### src/rtl/ipat_pkg.sv
// Shared types and constants for the IP address to text converter.
// Used by every module of the block; depends on nothing else.
`default_nettype none

package ipat_pkg;

    // Address family codes as they arrive on the request channel.
    localparam logic [1:0] FAM_IPV4 = 2'd0;
    localparam logic [1:0] FAM_IPV6 = 2'd1;

    // Characters that the formatter produces.
    localparam logic [7:0] CH_NUL         = 8'h00;
    localparam logic [7:0] CH_COLON       = 8'h3a;
    localparam logic [7:0] CH_DOT         = 8'h2e;
    localparam logic [7:0] CH_ZERO        = 8'h30;
    localparam logic [7:0] CH_NINE        = 8'h39;
    localparam logic [7:0] CH_LOWER_A     = 8'h61;
    localparam logic [7:0] CH_LOWER_F     = 8'h66;
    localparam logic [7:0] HEX_ALPHA_BASE = 8'h57;

    // Depth of the descriptor queue between the classifier and the formatter.
    localparam int QUEUE_DEPTH = 4;
    localparam int QPTR_W      = $clog2(QUEUE_DEPTH);

    typedef struct packed {
        logic [1:0]  family;
        logic [63:0] addr_high;
        logic [63:0] addr_low;
    } in_item_t;

    typedef struct packed {
        logic [7:0] text_char;
        logic       last_char;
        logic       bad_family;
    } out_item_t;

    // How the formatter has to write an address.
    typedef enum logic [2:0] {
        MODE_V4,
        MODE_V6_HEX,
        MODE_V6_V4,
        MODE_V6_FFFF,
        MODE_BAD
    } mode_t;

    // One classified address: the eight groups (IPv4 sits in the lowest two)
    // and the first longest run of zero groups.
    typedef struct packed {
        mode_t        mode;
        logic [127:0] groups;
        logic [2:0]   run_start;
        logic [3:0]   run_len;
    } desc_t;

endpackage

`default_nettype wire

### src/rtl/ipat_front.sv
// Front end: takes address requests, registers them and classifies them.
// Finds the first longest zero-group run and the output mode; uses ipat_pkg.
`default_nettype none

module ipat_front (
    input  wire logic             aclk,
    input  wire logic             aresetn,
    input  wire logic             s_valid,
    output logic                  s_ready,
    input  wire ipat_pkg::in_item_t s_data,
    output logic                  q_push,
    output ipat_pkg::desc_t       q_data,
    input  wire logic             q_full
);
    import ipat_pkg::*;

    logic     item_valid_reg;
    in_item_t item_reg;

    logic [127:0] addr;
    logic [7:0]   zero;
    logic [3:0]   cur_len;
    logic [3:0]   best_len;
    logic [2:0]   best_start;
    logic [3:0]   start_calc;
    logic         mapped;

    assign s_ready = !item_valid_reg || !q_full;
    assign q_push  = item_valid_reg && !q_full;

    always_ff @(posedge aclk) begin
        if (!aresetn) begin
            item_valid_reg <= 1'b0;
        end else if (s_ready) begin
            item_valid_reg <= s_valid;
        end
    end

    always_ff @(posedge aclk) begin
        if (s_valid && s_ready) begin
            item_reg <= s_data;
        end
    end

    assign addr = {item_reg.addr_high, item_reg.addr_low};

    always_comb begin
        for (int i = 0; i < 8; i++) begin
            zero[i] = (addr[127 - 16*i -: 16] == 16'h0000);
        end
    end

    // Scan the eight groups in order; a later run must be strictly longer
    // to win, so the first of equally long runs is kept.
    always_comb begin
        cur_len    = 4'd0;
        best_len   = 4'd0;
        best_start = 3'd0;
        start_calc = 4'd0;
        for (int i = 0; i < 8; i++) begin
            if (zero[i]) begin
                cur_len = cur_len + 4'd1;
                if (cur_len > best_len) begin
                    best_len   = cur_len;
                    start_calc = 4'(i) + 4'd1 - cur_len;
                    best_start = start_calc[2:0];
                end
            end else begin
                cur_len = 4'd0;
            end
        end
    end

    assign mapped = (best_start == 3'd0) &&
                    ((best_len == 4'd6) ||
                     ((best_len == 4'd5) && (addr[47:32] == 16'hffff)));

    always_comb begin
        q_data.groups    = addr;
        q_data.run_start = best_start;
        q_data.run_len   = best_len;
        unique case (item_reg.family)
            FAM_IPV4: begin
                q_data.mode = MODE_V4;
            end
            FAM_IPV6: begin
                if (mapped) begin
                    q_data.mode = (best_len == 4'd6) ? MODE_V6_V4 : MODE_V6_FFFF;
                end else begin
                    q_data.mode = MODE_V6_HEX;
                end
            end
            default: begin
                q_data.mode = MODE_BAD;
            end
        endcase
    end

endmodule

`default_nettype wire

### src/rtl/ipat_queue.sv
// Short descriptor queue between the classifier and the formatter.
// Register-based, one write and one read port; uses ipat_pkg.
`default_nettype none

module ipat_queue (
    input  wire logic            aclk,
    input  wire logic            aresetn,
    input  wire logic            push,
    input  wire ipat_pkg::desc_t wr_data,
    output logic                 full,
    input  wire logic            pop,
    output ipat_pkg::desc_t      rd_data,
    output logic                 empty
);
    import ipat_pkg::*;

    desc_t             slot_reg [QUEUE_DEPTH];
    logic [QPTR_W-1:0] wr_ptr_reg;
    logic [QPTR_W-1:0] rd_ptr_reg;
    logic [QPTR_W:0]   count_reg;

    localparam logic [QPTR_W-1:0] PTR_LAST = QPTR_W'(QUEUE_DEPTH - 1);
    localparam logic [QPTR_W:0]   CNT_FULL = (QPTR_W + 1)'(QUEUE_DEPTH);

    assign full    = (count_reg == CNT_FULL);
    assign empty   = (count_reg == '0);
    assign rd_data = slot_reg[rd_ptr_reg];

    always_ff @(posedge aclk) begin
        if (push) begin
            slot_reg[wr_ptr_reg] <= wr_data;
        end
    end

    always_ff @(posedge aclk) begin
        if (!aresetn) begin
            wr_ptr_reg <= '0;
            rd_ptr_reg <= '0;
            count_reg  <= '0;
        end else begin
            if (push) begin
                wr_ptr_reg <= (wr_ptr_reg == PTR_LAST) ? '0 : wr_ptr_reg + 1'b1;
            end
            if (pop) begin
                rd_ptr_reg <= (rd_ptr_reg == PTR_LAST) ? '0 : rd_ptr_reg + 1'b1;
            end
            unique case ({push, pop})
                2'b10:   count_reg <= count_reg + 1'b1;
                2'b01:   count_reg <= count_reg - 1'b1;
                default: count_reg <= count_reg;
            endcase
        end
    end

endmodule

`default_nettype wire

### src/rtl/ipat_back.sv
// Back end: walks one classified address and emits its text, one character
// per cycle unless stalled, through an output register. Uses ipat_pkg.
`default_nettype none

module ipat_back (
    input  wire logic            aclk,
    input  wire logic            aresetn,
    input  wire logic            q_empty,
    output logic                 q_pop,
    input  wire ipat_pkg::desc_t q_data,
    output logic                 m_valid,
    input  wire logic            m_ready,
    output ipat_pkg::out_item_t  m_data
);
    import ipat_pkg::*;

    typedef enum logic [8:0] {
        ST_IDLE    = 9'b000000001,
        ST_PFX     = 9'b000000010,
        ST_HEX_DIG = 9'b000000100,
        ST_HEX_COL = 9'b000001000,
        ST_DCOL1   = 9'b000010000,
        ST_DCOL2   = 9'b000100000,
        ST_DEC     = 9'b001000000,
        ST_DOT     = 9'b010000000,
        ST_BAD     = 9'b100000000
    } state_t;

    // Positions within "::ffff:" at which each mapped prefix ends.
    localparam logic [2:0] PFX_LAST_V4   = 3'd1;
    localparam logic [2:0] PFX_LAST_FFFF = 3'd6;
    localparam logic [2:0] PFX_FFFF_COL  = 3'd6;
    localparam logic [2:0] GRP_LAST      = 3'd7;
    localparam logic [1:0] OCT_LAST      = 2'd3;

    state_t     state_reg, state_next;
    desc_t      desc_reg, desc_next;
    logic [2:0] grp_idx_reg, grp_idx_next;
    logic [1:0] nib_reg, nib_next;
    logic [1:0] octet_reg, octet_next;
    logic [1:0] digit_reg, digit_next;
    logic [2:0] pfx_pos_reg, pfx_pos_next;
    logic       m_valid_reg, m_valid_next;
    out_item_t  m_data_reg, m_data_next;

    logic        adv;
    logic [15:0] cur_group;
    logic [3:0]  cur_nibble;
    logic [3:0]  run_end;
    logic [2:0]  tgt;
    logic [15:0] tgt_group;
    logic        tgt_dcol;
    logic [7:0]  cur_oct;
    logic [7:0]  nxt_oct;
    logic [1:0]  nxt_octet_idx;
    logic [1:0]  dig_h;
    logic [7:0]  dig_r;
    logic [15:0] dig_prod;
    logic [3:0]  dig_t;
    logic [7:0]  dig_u;
    logic [3:0]  cur_digit;

    function automatic logic [7:0] hex_char(input logic [3:0] n);
        return (n < 4'd10) ? CH_ZERO + {4'b0000, n} : HEX_ALPHA_BASE + {4'b0000, n};
    endfunction

    // Index of the first nibble to print: leading zeros are dropped.
    function automatic logic [1:0] lead_nib(input logic [15:0] g);
        logic [1:0] r;
        if (g[15:12] != 4'h0) begin
            r = 2'd3;
        end else if (g[11:8] != 4'h0) begin
            r = 2'd2;
        end else if (g[7:4] != 4'h0) begin
            r = 2'd1;
        end else begin
            r = 2'd0;
        end
        return r;
    endfunction

    function automatic logic [1:0] dec_lead(input logic [7:0] v);
        logic [1:0] r;
        if (v >= 8'd100) begin
            r = 2'd2;
        end else if (v >= 8'd10) begin
            r = 2'd1;
        end else begin
            r = 2'd0;
        end
        return r;
    endfunction

    assign adv = !m_valid_reg || m_ready;

    assign cur_group  = desc_reg.groups[{~grp_idx_reg, 4'b0000} +: 16];
    assign cur_nibble = cur_group[{nib_reg, 2'b00} +: 4];
    assign run_end    = {1'b0, desc_reg.run_start} + desc_reg.run_len;

    // Group that the walk moves on to next, either after a group's digits
    // or after the double colon that replaces the zero run.
    assign tgt       = (state_reg == ST_DCOL2) ? run_end[2:0] : grp_idx_reg + 3'd1;
    assign tgt_group = desc_reg.groups[{~tgt, 4'b0000} +: 16];
    assign tgt_dcol  = (desc_reg.run_len != 4'd0) && (tgt == desc_reg.run_start);

    assign cur_oct       = desc_reg.groups[{~octet_reg, 3'b000} +: 8];
    assign nxt_octet_idx = octet_reg + 2'd1;
    assign nxt_oct       = desc_reg.groups[{~nxt_octet_idx, 3'b000} +: 8];

    // Decimal digits of one octet; the tens come from a multiply by the
    // reciprocal of ten, exact for remainders below one hundred.
    always_comb begin
        if (cur_oct >= 8'd200) begin
            dig_h = 2'd2;
            dig_r = cur_oct - 8'd200;
        end else if (cur_oct >= 8'd100) begin
            dig_h = 2'd1;
            dig_r = cur_oct - 8'd100;
        end else begin
            dig_h = 2'd0;
            dig_r = cur_oct;
        end
        dig_prod = {8'h00, dig_r} * 16'd205;
        dig_t    = dig_prod[14:11];
        dig_u    = dig_r - ({4'b0000, dig_t} * 8'd10);
        unique case (digit_reg)
            2'd2:    cur_digit = {2'b00, dig_h};
            2'd1:    cur_digit = dig_t;
            default: cur_digit = dig_u[3:0];
        endcase
    end

    always_comb begin
        state_next   = state_reg;
        desc_next    = desc_reg;
        grp_idx_next = grp_idx_reg;
        nib_next     = nib_reg;
        octet_next   = octet_reg;
        digit_next   = digit_reg;
        pfx_pos_next = pfx_pos_reg;
        m_valid_next = m_valid_reg && !m_ready;
        m_data_next  = m_data_reg;
        q_pop        = 1'b0;

        if (adv) begin
            m_data_next.last_char  = 1'b0;
            m_data_next.bad_family = 1'b0;
            unique case (state_reg)
                ST_IDLE: begin
                    if (!q_empty) begin
                        q_pop        = 1'b1;
                        desc_next    = q_data;
                        grp_idx_next = 3'd0;
                        octet_next   = 2'd0;
                        pfx_pos_next = 3'd0;
                        digit_next   = dec_lead(q_data.groups[31:24]);
                        nib_next     = lead_nib(q_data.groups[127:112]);
                        unique case (q_data.mode)
                            MODE_V4: begin
                                state_next = ST_DEC;
                            end
                            MODE_V6_HEX: begin
                                if ((q_data.run_len != 4'd0) &&
                                    (q_data.run_start == 3'd0)) begin
                                    state_next = ST_DCOL1;
                                end else begin
                                    state_next = ST_HEX_DIG;
                                end
                            end
                            MODE_V6_V4, MODE_V6_FFFF: begin
                                state_next = ST_PFX;
                            end
                            default: begin
                                state_next = ST_BAD;
                            end
                        endcase
                    end
                end
                ST_PFX: begin
                    m_valid_next = 1'b1;
                    m_data_next.text_char =
                        ((pfx_pos_reg < 3'd2) || (pfx_pos_reg == PFX_FFFF_COL)) ?
                        CH_COLON : CH_LOWER_F;
                    if (pfx_pos_reg == ((desc_reg.mode == MODE_V6_V4) ?
                                        PFX_LAST_V4 : PFX_LAST_FFFF)) begin
                        state_next = ST_DEC;
                    end else begin
                        pfx_pos_next = pfx_pos_reg + 3'd1;
                    end
                end
                ST_HEX_DIG: begin
                    m_valid_next          = 1'b1;
                    m_data_next.text_char = hex_char(cur_nibble);
                    if (nib_reg != 2'd0) begin
                        nib_next = nib_reg - 2'd1;
                    end else if (grp_idx_reg == GRP_LAST) begin
                        m_data_next.last_char = 1'b1;
                        state_next            = ST_IDLE;
                    end else if (tgt_dcol) begin
                        // The zero run follows: its double colon stands in
                        // for the separator.
                        grp_idx_next = tgt;
                        state_next   = ST_DCOL1;
                    end else begin
                        state_next = ST_HEX_COL;
                    end
                end
                ST_HEX_COL: begin
                    m_valid_next          = 1'b1;
                    m_data_next.text_char = CH_COLON;
                    grp_idx_next          = tgt;
                    nib_next              = lead_nib(tgt_group);
                    state_next            = tgt_dcol ? ST_DCOL1 : ST_HEX_DIG;
                end
                ST_DCOL1: begin
                    m_valid_next          = 1'b1;
                    m_data_next.text_char = CH_COLON;
                    state_next            = ST_DCOL2;
                end
                ST_DCOL2: begin
                    m_valid_next          = 1'b1;
                    m_data_next.text_char = CH_COLON;
                    if (run_end[3]) begin
                        m_data_next.last_char = 1'b1;
                        state_next            = ST_IDLE;
                    end else begin
                        grp_idx_next = tgt;
                        nib_next     = lead_nib(tgt_group);
                        state_next   = ST_HEX_DIG;
                    end
                end
                ST_DEC: begin
                    m_valid_next          = 1'b1;
                    m_data_next.text_char = CH_ZERO + {4'b0000, cur_digit};
                    if (digit_reg != 2'd0) begin
                        digit_next = digit_reg - 2'd1;
                    end else if (octet_reg == OCT_LAST) begin
                        m_data_next.last_char = 1'b1;
                        state_next            = ST_IDLE;
                    end else begin
                        state_next = ST_DOT;
                    end
                end
                ST_DOT: begin
                    m_valid_next          = 1'b1;
                    m_data_next.text_char = CH_DOT;
                    octet_next            = nxt_octet_idx;
                    digit_next            = dec_lead(nxt_oct);
                    state_next            = ST_DEC;
                end
                ST_BAD: begin
                    m_valid_next           = 1'b1;
                    m_data_next.text_char  = CH_NUL;
                    m_data_next.last_char  = 1'b1;
                    m_data_next.bad_family = 1'b1;
                    state_next             = ST_IDLE;
                end
                default: begin
                    state_next = ST_IDLE;
                end
            endcase
        end
    end

    always_ff @(posedge aclk) begin
        if (!aresetn) begin
            state_reg   <= ST_IDLE;
            m_valid_reg <= 1'b0;
        end else begin
            state_reg   <= state_next;
            m_valid_reg <= m_valid_next;
        end
    end

    always_ff @(posedge aclk) begin
        desc_reg    <= desc_next;
        grp_idx_reg <= grp_idx_next;
        nib_reg     <= nib_next;
        octet_reg   <= octet_next;
        digit_reg   <= digit_next;
        pfx_pos_reg <= pfx_pos_next;
        m_data_reg  <= m_data_next;
    end

    assign m_valid = m_valid_reg;
    assign m_data  = m_data_reg;

endmodule

`default_nettype wire

### src/rtl/ip_address_to_text.sv
// IP address to text converter, top level.
// Joins the classifier, the descriptor queue and the formatter; uses ipat_pkg.
//
// A request on the s_ channel carries a family code and a 128-bit address
// (IPv4 in the lowest 32 bits). The m_ channel returns the text form as a
// run of ASCII characters, one per transfer, with last_char set on the final
// one. IPv6 is written in compressed lowercase hex, with the mapped forms
// ::a.b.c.d and ::ffff:a.b.c.d; an unknown family gives a single character
// 0 with bad_family and last_char set.
// An address passes the input register, the queue, the formatter load and
// the output register. The formatter loads an address and then writes one
// character per cycle while the receiver takes them, up to 39 characters
// per address; it loads the next address only after the last character of
// the current one, so that character walk sets the sustained rate.
// Up to four classified addresses wait in the queue, so requests keep being
// taken while the receiver stalls; the output register holds its character
// until taken, and the input side stalls once the queue and the input
// register are both full. Reset clears the queue, the formatter and the
// output valid; no memory needs clearing.
`default_nettype none

module ip_address_to_text (
    input  wire logic               aclk,
    input  wire logic               aresetn,
    input  wire logic               s_valid,
    output logic                    s_ready,
    input  wire ipat_pkg::in_item_t s_data,
    output logic                    m_valid,
    input  wire logic               m_ready,
    output ipat_pkg::out_item_t     m_data
);
    import ipat_pkg::*;

    logic  q_push;
    logic  q_full;
    logic  q_pop;
    logic  q_empty;
    desc_t q_wr_data;
    desc_t q_rd_data;

    ipat_front u_front (
        .aclk    (aclk),
        .aresetn (aresetn),
        .s_valid (s_valid),
        .s_ready (s_ready),
        .s_data  (s_data),
        .q_push  (q_push),
        .q_data  (q_wr_data),
        .q_full  (q_full)
    );

    ipat_queue u_queue (
        .aclk    (aclk),
        .aresetn (aresetn),
        .push    (q_push),
        .wr_data (q_wr_data),
        .full    (q_full),
        .pop     (q_pop),
        .rd_data (q_rd_data),
        .empty   (q_empty)
    );

    ipat_back u_back (
        .aclk    (aclk),
        .aresetn (aresetn),
        .q_empty (q_empty),
        .q_pop   (q_pop),
        .q_data  (q_rd_data),
        .m_valid (m_valid),
        .m_ready (m_ready),
        .m_data  (m_data)
    );

endmodule

`default_nettype wire

### config.mk
export PLATFORM = sky130hd
export DESIGN_NAME = ip_address_to_text
export DESIGN_NICKNAME = d
export VERILOG_FILES = /design/src/rtl/ipat_pkg.sv /design/src/rtl/ipat_front.sv /design/src/rtl/ipat_queue.sv /design/src/rtl/ipat_back.sv /design/src/rtl/ip_address_to_text.sv
export SDC_FILE = /design/constraint.sdc
export NUM_CORES = 1
export LEC_CHECK = 0
export BUFFER_PORTS_ARGS = -buffer_cell sky130_fd_sc_hd__buf_2
export CAP_MARGIN = 40
export CELL_PAD_IN_SITES_DETAIL_PLACEMENT = 0
export CELL_PAD_IN_SITES_GLOBAL_PLACEMENT = 2
export CORE_MARGIN = 2
export CORE_UTILIZATION = 35
export DETAILED_ROUTE_END_ITERATION = 16
export PLACE_DENSITY = 0.64
export SKIP_LAST_GASP = 1
export SYNTH_ARGS = -nofsm -noshare
export SYNTH_HDL_FRONTEND = slang
export SYNTH_SLANG_ARGS = --single-unit
### constraint.sdc
create_clock -name aclk -period 10.63 [get_ports aclk]
set_input_delay 0.5315 -clock aclk [delete_from_list [all_inputs] [get_ports aclk]]
set_output_delay 0.5315 -clock aclk [all_outputs]
set_load 0.01 [all_outputs]
-- After elaboration in Yosys (flattened, before gate mapping)
Memories as Yosys holds them, arrays and structs flattened. A register that Yosys moved wholly into a read port is not among the register bits.
Cells that the tools add are included.
- bits in registers: 308
- RAM bits: 552
- bits of input ports: 134
- output and inout bits: 12
- logic and storage cells: 279
- memories kept: 1
- add/subtract/negate cells: 30
- $mul: 2
- magnitude comparators: 15
- equality and inequality tests: 39
- shift operators: 5
- multiplexer cells: 106
- bitwise operators: 5
- reduce and logical (&&, ||, !) cells: 55
- memories (memory ; words ; width ; rd ports ; clocked after memory_dff ; write ports ; line ; source):
    u_queue.slot_reg ; 4 ; 138 ; 1 ; 1 ; 1 ; ipat_queue.sv:17 ; desc_t slot_reg [QUEUE_DEPTH];
- operators by type and width (cell ; number):
    variable part select 128 x 6 -> 8 bit ; 2
    variable part select 128 x 8 -> 16 bit ; 2
    zero test 16 bit ; 8
    2-to-1 mux 4 bit ; 20
    2-to-1 mux 3 bit ; 24
    one-hot mux 9 bit (8 select lines) ; 1
    one-hot mux 8 bit (6 select lines) ; 1
    2-to-1 mux 9 bit ; 4
    nonzero test 4 bit ; 9
    2-to-1 mux 2 bit ; 17
    2-to-1 mux 8 bit ; 4
    one-hot mux 9 bit (3 select lines) ; 1
    adder 4 x 1 -> 4 bit (second input constant) ; 6
    >= comparator 8 x 7 -> 1 bit (second input constant) ; 3
    greater-than comparator 4 bit ; 6
    2-to-1 mux 1 bit ; 20
    2-to-1 mux 5 bit ; 4
    one-hot mux 3 bit (2 select lines) ; 3
    == test 16 bit (second input constant) ; 1
    >= comparator 8 x 4 -> 1 bit (second input constant) ; 2
    variable part select 16 x 5 -> 4 bit ; 1
    multiplier 8 x 8 -> 15 bit (second input constant) ; 1
    adder 6 x 4 -> 7 bit (first input constant) ; 2
    zero test 3 bit ; 4
    other kinds (61) ; 111

-- Logic depth before layout (Yosys ltp)
Gate-level depths: netlist of run 1.
- word-level depth: 30
- gate-level depth with buffers: 49
- depth with buffers taken out: 47

-- Cells and area by module
Synthesis of run 1 repeated with hierarchy kept, for this count alone.
- cells, all modules: 2030
- area total of the unflattened synthesis: 37342.1 um2
- by module, submodules not included (module ; instances ; cells each ; area each (um2)):
    ipat_queue ; 1 ; 768 ; 20493.4
    ipat_back ; 1 ; 710 ; 9798.1
    ipat_front ; 1 ; 552 ; 7050.5

-- Worst setup path before layout of run 1
No wires, ideal clock.
- path type: reg2reg
- start point: reg u_front.item_reg (netlist bit u_front.q_data[89])
- end point: mem u_queue.slot_reg[0][135] (netlist name) (data pin)
- arrival time: 8.598 ns
- path slack: 1.749 ns
- cell stages (with the launch flop): 42
- buffers on the path: 3
- path through: edfxtp_1 -> or4_4 -> or4_1 -> buf_2 -> nor2_1 -> ha_1 -> nor2_1 -> nand2_1 -> nand2_1 -> ha_1 -> a311oi_4 -> mux2i_1 -> ha_1 -> nand4_1 -> nand2_1 -> a21oi_1 -> clkbuf_1 -> nand2b_1 -> [6 not listed] -> mux2_4 -> ha_1 -> nor2b_1 -> o211ai_1 -> a21oi_1 -> clkbuf_1 -> a311oi_1 -> a21oi_1 -> inv_1 -> ha_1 -> nand4_1 -> nand3_1 -> nor3_1 -> a21oi_1 -> o31ai_1 -> o21ai_0 -> nor4_1 -> a31oi_1
- RTL lines (element ; line ; source):
    from (decl) ; ipat_front.sv:18 ; in_item_t item_reg;
    from (signal assigned) ; ipat_front.sv:41 ; item_reg <= s_data;
    to (decl) ; ipat_queue.sv:17 ;

==> run metrics, run 1 <==
result of the run=completed; Root Buffer Master=sky130_fd_sc_hd__clkbuf_16; GP Congestion=0.8095; worst flop-to-flop path startpoint=u_front.q_data[129]; post-route setup TNS=0 ns; maximum number of pins on one net before global-route repair=139; Post-CTS Setup Repair Bufs=0; Final Cycle Share=92.29%; slew at the pin closest to its max-slew limit=1.078 ns; nature of the critical path startpoint=flop; Hold Crit Class=in -> reg; Sinks on Clock Net=861; Required @ worst endpoint=10.99 ns; Die Width=322.4 um; maxcap violations=0; number of top-level pins=146; count of unique library cells instantiated by Yosys=79; FF/Latch Area=0.02566 mm^2; starting utilization of the core area=35.37%; fraction of final layout cells sized beyond drive strength 1=24.35%; share of synthesized flip-flops with an asynchronous set or reset=0%; Critical Path Slowest Stage Cell=sky130_fd_sc_hd__nor4_1; clk slew on worst S/H paths=0.06 ns; critical path class=reg -> reg; post-detailed-route count of antenna-violating nets=0; capturing element type of the critical path=flop; Final Routed Wirelength=83250 um; Post-synth top flop=sky130_fd_sc_hd__edfxtp_1; Filler Cells Inserted=8930; placeable core region=0.1003 mm^2; first-pass iteration count of the detailed router=5; number of DRC violations after detailed routing=0; post-placement setup slack=0.3260 ns; dpl hpwl=55120 um; WL/cell=23.75 um; worst min-delay path startpoint=s_data[75]; total of warnings raised by yosys=0; count of pins over their slew limit=0; Detailed Route Iter0 Violations=1406; Crit. Startpoint=u_front.q_data[129]; buffers plus inverters on the worst setup path=5; Final Hold Violating Endpoints=0; relative max-transition margin=28.12%; Setup-failing EPs final=0; all-layer global routing usage=16.21%; CTS tree=yes; total inserted antenna cells=0; final critical delay including setup and external delays=9.810 ns; initial antenna violation count=4; share of the yosys chip area belonging to registers=72.32%; TritonCTS buffer count=91; count of state elements after synthesis=861; Die Span Y=322.4 um; achievable clock frequency=101.9 MHz; vias in the first global route=18530; Via density=5.148; synthesized instance count=1859; Final WS setup=0.8200 ns; setup repair after global routing missed its margin=no; Post-Syn Nets=2101; worst-case clock buffer depth=3; global-route wire length before repair=124200 um; longest individual stage delay on the worst path=0.47 ns; die outline area=0.1039 mm^2; setup skew after layout=0.02257 ns; post-layout net count=2318; H-tree levels=3; port buffer count=144; Placement Rows=116; insertion delay of the later-clocked pin in the worst-skew pair=0.66 ns; area growth from synthesis to final layout=15.66%; multi-input gate area in the final layout=0.009298 mm^2; Critical Path AT=10.17 ns; most common cell type on the critical path=sky130_fd_sc_hd__ha_1; maximum fanout count along the critical path=15; Via Count=18040; average size of a mapped cell=19.08 um^2; leftover overflow at the end of global routing=0; Top delay family on crit path=simple AND/OR/NAND/NOR gates; number of flip-flops under the largest register name=552; number of synthesized flops with an enable pin=841; cell area after synthesis=0.03547 mm^2
-- path summary, 6_finish.rpt --
check                           cells past startpoint  slack, ns                  endpoint
worst min-delay path                                1       0.06        u_front.q_data[82]
worst min register to register                      2       0.49                      flop
worst max-delay path                               43       0.82  u_queue.slot_reg[1][135]
worst max register to register                     43       0.82  u_queue.slot_reg[1][135]
-- layer usage --
layer / vias up / global-route usage (%) / share of wire [%]
met5: - / 0 / 0
met4: 0 / 4.486 / 1.8
met3: 99 / 2.078 / 3.7
met2: 392 / 26.27 / 49
met1: 9482 / 23.04 / 46
li1: 8071 / - / -
-- stage by stage --
stage | instances | utilization (%) | hold slack, ns | instance area [um^2]
3_3_place_gp | 3320 | 37.80 | 0.4742 | 37910
3_5_place_dp | 3329 | 37.97 | 0.4973 | 38080
5_1_grt | 3505 | 40.91 | 0.01094 | 41030
2_1_floorplan | 1859 | - | 0.4666 | 35470
4_1_cts | 3505 | 40.89 | 0.0001134 | 41010
6_report | 3505 | 40.91 | 0.05563 | 41030
-- cells in the mapped netlist, drive strengths merged, types with 4 or more instances --
| master | number | area (um^2) |
|---|---|---|
| fa | 14 | 280.3 |
| mux2i | 11 | 110.1 |
| nor2b | 11 | 68.82 |
| nand4b | 4 | 35.03 |
| and2 | 12 | 77.58 |
| or3 | 8 | 50.05 |
| a31oi | 6 | 37.54 |
| nand4 | 20 | 125.1 |
| nor4 | 50 | 319.1 |
| xnor2 | 26 | 227.7 |
| o21a | 5 | 37.54 |
| buf | 23 | 95.09 |
| mux2 | 4 | 48.79 |
| xor2 | 7 | 61.31 |
| nor3 | 20 | 105.1 |
| a21oi | 53 | 269.0 |
| nand3 | 18 | 90.09 |
| o211ai | 15 | 117.6 |
| mux4 | 193 | 4347 |
| edfxtp | 841 | 25250 |
| nand2 | 60 | 225.2 |
| and3 | 7 | 43.79 |
| ha | 94 | 1176 |
| o22ai | 4 | 25.02 |
| a22oi | 4 | 30.03 |
| inv | 88 | 330.3 |
| nand2b | 9 | 56.30 |
| a211oi | 11 | 87.58 |
| o311a | 4 | 40.04 |
| o21ai | 37 | 188.9 |
| and4 | 7 | 61.31 |
| or4 | 18 | 142.6 |
| a21o | 9 | 67.56 |
| nor2 | 51 | 191.4 |
| dfxtp | 20 | 400.4 |
| o41ai | 4 | 35.03 |
| a21boi | 8 | 60.06 |
| clkbuf | 38 | 142.6 |
| o211a | 4 | 40.04 |
-- cell type report --
cell class              instances  share of cell area (%)
clock buffers                 113                   5.751
multi-input cells             848                   22.66
clock inverters                52                   1.134
inverters                      89                  0.8203
repair buffers                185                   2.949
flip-flops and latches        861                   62.55
well taps                    1357                   4.138
-- timing repair --
| item | CTS | global route |
|---|---|---|
| endpoints found under the setup margin | 0 | 12 |
| gates resized for setup | 0 | 5 |
| hold endpoints to repair | 11 | 0 |
| hold buffers | 11 | 0 |
-- cell usage in the layout (no fill, tap or decap), types with 22 or more instances in the layout --
cell and instances:
sky130_fd_sc_hd__mux4_2 193, sky130_fd_sc_hd__inv_1 85, sky130_fd_sc_hd__o21ai_0 32, sky130_fd_sc_hd__clkbuf_1 22, sky130_fd_sc_hd__nor4_1 49, sky130_fd_sc_hd__nand2_1 60, sky130_fd_sc_hd__xnor2_1 26, sky130_fd_sc_hd__a21oi_1 51
sky130_fd_sc_hd__ha_1 93, sky130_fd_sc_hd__edfxtp_1 841, sky130_fd_sc_hd__clkbuf_16 91, sky130_fd_sc_hd__buf_2 145, sky130_fd_sc_hd__nor2_1 51
-- cells by family (layout without fill, tap and decap cells) --
| family | Yosys count | after routing | synth area share [%] |
|---|---|---|---|
| xor gates and xnor gates | 33 | 33 | 0.8148 |
| muxes | 208 | 208 | 12.70 |
| and+or+nand+nor | 309 | 309 | 4.839 |
| other | 1 | 1 | 0.01057 |
| buffers and inverters | 150 | 439 | 1.612 |
| AOI/OAI and AO/OA | 189 | 189 | 3.594 |
| DFF | 861 | 861 | 72.32 |
| adders and majority gates | 108 | 108 | 4.106 |
Power of run 1 is not shown: default switching activity piles up to over one toggle a cycle in this logic, so the estimate is an artifact.
==> run 2, diff against run 1 <==
CORE_ASPECT_RATIO = 2   (was not set)
==> run 2 against run 1 <==
Final cell count about the same. Sequential share of layout area down 0.33 points. First-iteration DRC count down 1.1%. Global-route usage up 0.65 points. Register-to-register slack worse by 0.14 ns. Routed wire length up 4.9%. Maximum frequency down 1.4%. Non-clock buffer count up 40. Die area up 0.15%. Via count up 0.83%. Largest cell class unchanged. Core utilization about the same.
==> run metrics, run 2 (synthesized netlist as in run 1, its figures left out) <==
result of the run=completed; die outline area=0.1041 mm^2; fraction of final layout cells sized beyond drive strength 1=24.35%; Hold Path Depth=1; maximum fanout count along the critical path=11; r2r setup slk=0.68 ns; initial antenna violation count=2; Root Buffer Master=sky130_fd_sc_hd__clkbuf_16; worst min-delay path startpoint=s_data[93]; Sinks on Clock Net=861; post-route worst hold slack=0.05734 ns; TritonCTS buffer count=79; capturing element type of the critical path=flop; Die Span Y=454.2 um; first-pass iteration count of the detailed router=5; Final Hold Violating Endpoints=0; relative max-transition margin=37.78%; nature of the critical path startpoint=flop; Final Cycle Share=93.64%; post-route setup TNS=0 ns; worst reg-to-reg path cell count=42; starting utilization of the core area=35.21%; dpl hpwl=61070 um; buffers plus inverters on the worst setup path=4; count of pins over their slew limit=0; WL/cell=24.91 um; number of flip-flops under the largest register name=552; Placement Rows=165; Top delay family on crit path=simple AND/OR/NAND/NOR gates; worst-case clock buffer depth=3; maximum number of pins on one net before global-route repair=66; longest individual stage delay on the worst path=0.53 ns; Die Width=229.1 um; sink of the worst hold path=u_front.q_data[100]; achievable clock frequency=100.5 MHz; global-route wire length before repair=128100 um; Critical Path AT=10.31 ns; Via density=5.189; slew at the pin closest to its max-slew limit=0.9271 ns; worst flop-to-flop path endpoint=u_queue.slot_reg[1][135]; Filler Cells Inserted=9172; placeable core region=0.1007 mm^2; H-tree levels=3; post-detailed-route count of antenna-violating nets=0; most common cell after layout, fill and taps aside=sky130_fd_sc_hd__edfxtp_1; vias in the first global route=19210; Hold Crit Class=in -> reg; maxcap violations=0; leftover overflow at the end of global routing=0; clk slew on worst S/H paths=0.07 ns; setup repair after global routing missed its margin=no; number of top-level pins=146; area growth from synthesis to final layout=16.27%; critical path class=reg -> reg; Crit. Startpoint=u_front.q_data[128]; Setup-failing EPs final=0; CTS tree=yes; number of DRC violations after detailed routing=0; Via Count=18190; port buffer count=144; instance area at placement=0.03816 mm^2; GP Congestion=0.8550; Final Routed Wirelength=87320 um; most frequent cells in the layout=sky130_fd_sc_hd__edfxtp_1 (841), sky130_fd_sc_hd__mux4_2 (193), sky130_fd_sc_hd__buf_2 (146); Detailed Route Iter0 Violations=1390; most common cell type on the critical path=sky130_fd_sc_hd__ha_1; insertion delay of the later-clocked pin in the worst-skew pair=0.65 ns; Critical Path Slowest Stage Cell=sky130_fd_sc_hd__nor4_1; non-filler instance count after layout=3506; post-layout net count=2346; Post-CTS Setup Repair Bufs=0; number of placed instances with taps included=3319; setup skew after layout=0.02335 ns; Required @ worst endpoint=10.99 ns; final critical delay including setup and external delays=9.954 ns; all-layer global routing usage=16.85%; area of all placed cells without fillers=0.04125 mm^2; worst flop-to-flop path startpoint=u_front.q_data[128]
run 2: changes by cell type in the layout (fill, tap and decap cells not counted), moves of 4 or more:
cell / change
sky130_fd_sc_hd__dlygate4sd3_1: +29
sky130_fd_sc_hd__buf_4: +12
sky130_fd_sc_hd__clkbuf_1: -11
sky130_fd_sc_hd__clkbuf_16: -10
sky130_fd_sc_hd__bufinv_16: +6
sky130_fd_sc_hd__buf_12: -4
sky130_fd_sc_hd__buf_16: +4
run 2: per-stage QoR:
| step | utilization (%) | setup WS, ns |
|---|---|---|
| after global placement | 37.61 | 0.3331 |
| final | 40.94 | 0.6758 |
| after floorplan | - | 1.749 |
| after global routing | 40.94 | 0.03074 |
| after CTS | 40.92 | 0.1040 |
| after detailed placement | 37.88 | 0.1745 |
run 2: layout make-up:
| class | count | area [um^2] | share of cell area, % |
|---|---|---|---|
| inverter | 89 | 336.6 | 0.8160 |
| sequential | 861 | 25660 | 62.22 |
| tap | 1336 | 1672 | 4.053 |
| clock buffer | 93 | 2082 | 5.048 |
| timing repair buffer | 225 | 1604 | 3.889 |
| multi-input combinational | 848 | 9305 | 22.56 |
| clock inverter | 52 | 579.3 | 1.405 |
| antenna | 2 | 5.005 | 0.01213 |
run 2: how the worst max path moves through the flow:
stage | end | depth (start not counted) | slack, ns
floorplan | u_queue.slot_reg[0][135] | 41 | 1.75
global placement | u_queue.slot_reg[0][135] | 45 | 0.33
detailed placement | u_queue.slot_reg[0][135] | 44 | 0.17
CTS | u_queue.slot_reg[1][135] | 44 | 0.10
global route | u_queue.slot_reg[0][135] | 42 | 0.03
finish | u_queue.slot_reg[1][135] | 42 | 0.68
run 2: repair_timing:
| item | in CTS | in global routing |
|---|---|---|
| hold buffers | 40 | 0 |
| hold endpoints to repair | 40 | 0 |
| endpoints found under the setup margin | 0 | 24 |
| gates resized for setup | 0 | 4 |
run 2: per-layer routing:
layer	vias to the layer above	track usage, %	share of wire, %
li1	8114	-	-
met1	9480	18.59	37
met5	-	0	0
met2	474	32.65	57
met4	0	6.199	3.2
met3	125	2.204	3.4
run 2: worst register-to-register path: cells and delay by family, from the launching register on:
kind | cells | cell delay (ns)
muxes | 2 | 0.77
and+or+nand+nor | 16 | 2.98
DFF | 1 | 0.46
AOI/OAI and AO/OA | 12 | 2.48
buffers and inverters | 4 | 0.58
adders and majority gates | 8 | 2.40
Power of run 2 is left out for the same reason.
==> run 3, diff against run 2 <==
SYNTH_HIERARCHICAL = 1   (was not set)
==> run 3 against run 2 <==
Die area increased by 5.2%. Core utilization down 1.5 points. Synthesized cell count is 9.2% higher. Clock skew grew 0.0054 ns.
==> run metrics, run 3 <==
result of the run=completed; count of state elements after synthesis=861; nature of the critical path startpoint=flop; dpl hpwl=61390 um; end-of-flow core utilization=39.42%; number of flip-flops under the largest register name=552; area share of the largest cell type after synthesis=67.63%; longest individual stage delay on the worst path=0.46 ns; area growth from synthesis to final layout=11.84%; Die Span Y=465.9 um; r2r setup slk=0.46 ns; Final Cycle Share=95.70%; final critical delay including setup and external delays=10.17 ns; Required @ worst endpoint=11.14 ns; placeable core region=0.1059 mm^2; Critical Path Slowest Stage Cell=sky130_fd_sc_hd__edfxtp_1; most frequent cells in the layout=sky130_fd_sc_hd__edfxtp_1 (841), sky130_fd_sc_hd__mux4_2 (190), sky130_fd_sc_hd__buf_2 (145); Detailed Route Iter0 Violations=1195; port buffer count=144; share of synthesized flip-flops with an asynchronous set or reset=0%; worst-case clock buffer depth=3; initial antenna violation count=2; starting utilization of the core area=35.25%; most frequent cells after synthesis=sky130_fd_sc_hd__edfxtp_1 (841), sky130_fd_sc_hd__mux4_2 (190), sky130_fd_sc_hd__buf_4 (130); number of synthesized flops with an enable pin=841; share of the yosys chip area belonging to registers=68.70%; Final Routed Wirelength=88230 um; Root Buffer Master=sky130_fd_sc_hd__clkbuf_16; top area cells in the synthesized netlist=sky130_fd_sc_hd__edfxtp_1 (68%), sky130_fd_sc_hd__mux4_2 (11%), sky130_fd_sc_hd__ha_1 (3.0%); achievable clock frequency=98.30 MHz; sink of the worst hold path=u_front/q_data[118]; most common cell type on the critical path=sky130_fd_sc_hd__ha_1; setup skew after layout=0.02879 ns; Critical Path AT=10.69 ns; most common cell after layout, fill and taps aside=sky130_fd_sc_hd__edfxtp_1; post-route setup TNS=0 ns; vias in the first global route=19570; Hold Path Depth=1; count of unique library cells instantiated by Yosys=119; capturing element type of the critical path=flop; Die Width=235.0 um; clk slew on worst S/H paths=0.07 ns; Sinks on Clock Net=861; Final Hold Violating Endpoints=0; critical path class=reg -> reg; Post-synth top flop=sky130_fd_sc_hd__edfxtp_1; count of pins over their slew limit=0; WL/cell=24.71 um; Placement Rows=169; Post-Syn Nets=2268; maximum fanout count along the critical path=8; GP Congestion=0.8188; all-layer global routing usage=16.00%; first-pass iteration count of the detailed router=4; average size of a mapped cell=18.40 um^2; number of placed instances with taps included=3398; TritonCTS buffer count=77; CTS tree=yes; Hold Crit Class=in -> reg; Via density=5.170; relative max-transition margin=39.54%; slew at the pin closest to its max-slew limit=0.9069 ns; cell leakage power=13.88 nW; cell area after synthesis=0.03734 mm^2; number of top-level pins=146; number of DRC violations after detailed routing=0; cell type with the highest aggregate area in the netlist=sky130_fd_sc_hd__edfxtp_1; worst flop-to-flop path startpoint=u_front/q_data[120]; synthesized instance count=2030; Via Count=18460; Setup-failing EPs final=0; H-tree levels=3; worst flop-to-flop path endpoint=u_queue/slot_reg[1][136]; fraction of final layout cells sized beyond drive strength 1=27.12%; maximum number of pins on one net before global-route repair=68; post-layout net count=2379; worst reg-to-reg path cell count=43; worst min-delay path startpoint=s_data[111]; pwr/cell area=348.0 mW/mm^2; global-route wire length before repair=129800 um; die outline area=0.1095 mm^2; total of warnings raised by yosys=6; post-detailed-route count of antenna-violating nets=0; maxcap violations=0; leftover overflow at the end of global routing=0; worst supply voltage drop on vdd=0.5761 mV; Filler Cells Inserted=9476; most instantiated library cell after synthesis=sky130_fd_sc_hd__edfxtp_1; insertion delay of the later-clocked pin in the worst-skew pair=0.66 ns; non-filler instance count after layout=3570
[run 3: changes by cell type after synthesis, moves of 12 or more]
| cell | previous run | this run |
|---|---|---|
| sky130_fd_sc_hd__buf_2 | 4 | 26 |
| sky130_fd_sc_hd__buf_1 | 18 | 2 |
| sky130_fd_sc_hd__mux2i_1 | 11 | 27 |
| sky130_fd_sc_hd__buf_4 | 1 | 130 |
| sky130_fd_sc_hd__a21oi_1 | 52 | 39 |
| sky130_fd_sc_hd__clkbuf_1 | 38 | 17 |
| sky130_fd_sc_hd__buf_12 | 0 | 12 |
[run 3: worst max path at each step]
stage | slack (ns) | from | to | cells after the start
after floorplan | 1.29 | u_front/q_data[105] | u_queue/slot_reg[0][135] | 42
after global placement | 0.18 | u_front/q_data[113] | u_queue/slot_reg[0][135] | 41
after detailed placement | 0.02 | u_front/q_data[113] | u_queue/slot_reg[3][136] | 43
after CTS | 0.05 | u_front/q_data[128] | u_queue/slot_reg[1][136] | 43
after global routing | -0.08 | u_front/q_data[124] | u_queue/slot_reg[3][136] | 45
final | 0.46 | u_front/q_data[120] | u_queue/slot_reg[1][136] | 43
[run 3: metal layers]
metal | global-route usage (%) | wire (um) | vias up
met3 | 2.242 | 2953 | 125
met4 | 6.885 | 3423 | 2
li1 | - | - | 8272
met1 | 18.46 | 34170 | 9625
met2 | 29.46 | 47680 | 432
met5 | 0 | 13 | -
[run 3: cells by family (layout without fill, tap and decap cells)]
kind of cell	Yosys count	count (layout)	synth area share [%]
xor+xnor	27	27	0.6902
simple gates	342	342	5.468
buf+inv	285	456	4.999
fa+ha+maj	104	104	3.766
other cells	1	2	0.01004
flops	861	861	68.70
compound gates	188	188	3.910
mux	222	222	12.45
[run 3: metrics by stage]
stage          instance area, um^2  hold WS (ns)  setup slack [ns]  power (W)
3_3_place_gp                 38570        0.4878            0.1768    0.01186
4_1_cts                      41640    0.00007250           0.05153    0.01486
6_report                     41760       0.05462            0.4568    0.01453
3_5_place_dp                 38880        0.5059           0.01702    0.01200
2_1_floorplan                37340        0.4729             1.292    0.01009
5_1_grt                      41760       0.01537          -0.08331    0.01555
[run 3: worst max-delay path, delay by kind of cell, from the launching register on]
| family | cells | cell delay (ns) |
|---|---|---|
| AOI/OAI and AO/OA | 19 | 3.64 |
| DFF | 1 | 0.46 |
| adders and majority gates | 8 | 2.32 |
| buffers and inverters | 3 | 0.53 |
| and+or+nand+nor | 13 | 3.05 |
[run 3: timing repair]
action	4_1_cts	5_1_grt
gates resized for setup	1	16
hold buffers	27	0
endpoints found under the setup margin	8	28
hold endpoints to repair	27	0
pin swaps	0	3
setup buffers	0	5
[run 3: area by class of cell]
cell class / count / area (um^2) / area share [%]
Clock inverter: 47 / 483.0 / 1.156
Tap cell: 1368 / 1712 / 4.098
Multi-Input combinational cell: 884 / 9938 / 23.80
Clock buffer: 92 / 2004 / 4.799
Timing Repair Buffer: 230 / 1635 / 3.916
Sequential cell: 861 / 25660 / 61.45
Inverter: 87 / 326.6 / 0.7819
Antenna cell: 1 / 2.502 / 0.005992
[run 3: report_power, final]
part           total [W]  internal, W  switching (W)  leakage (nW)
Clock            0.00280      0.00155        0.00124          1.19
Combinational    0.00700      0.00316        0.00384          4.73
Sequential       0.00474      0.00435       0.000386          7.96
Power figures use the tool's default switching activity.
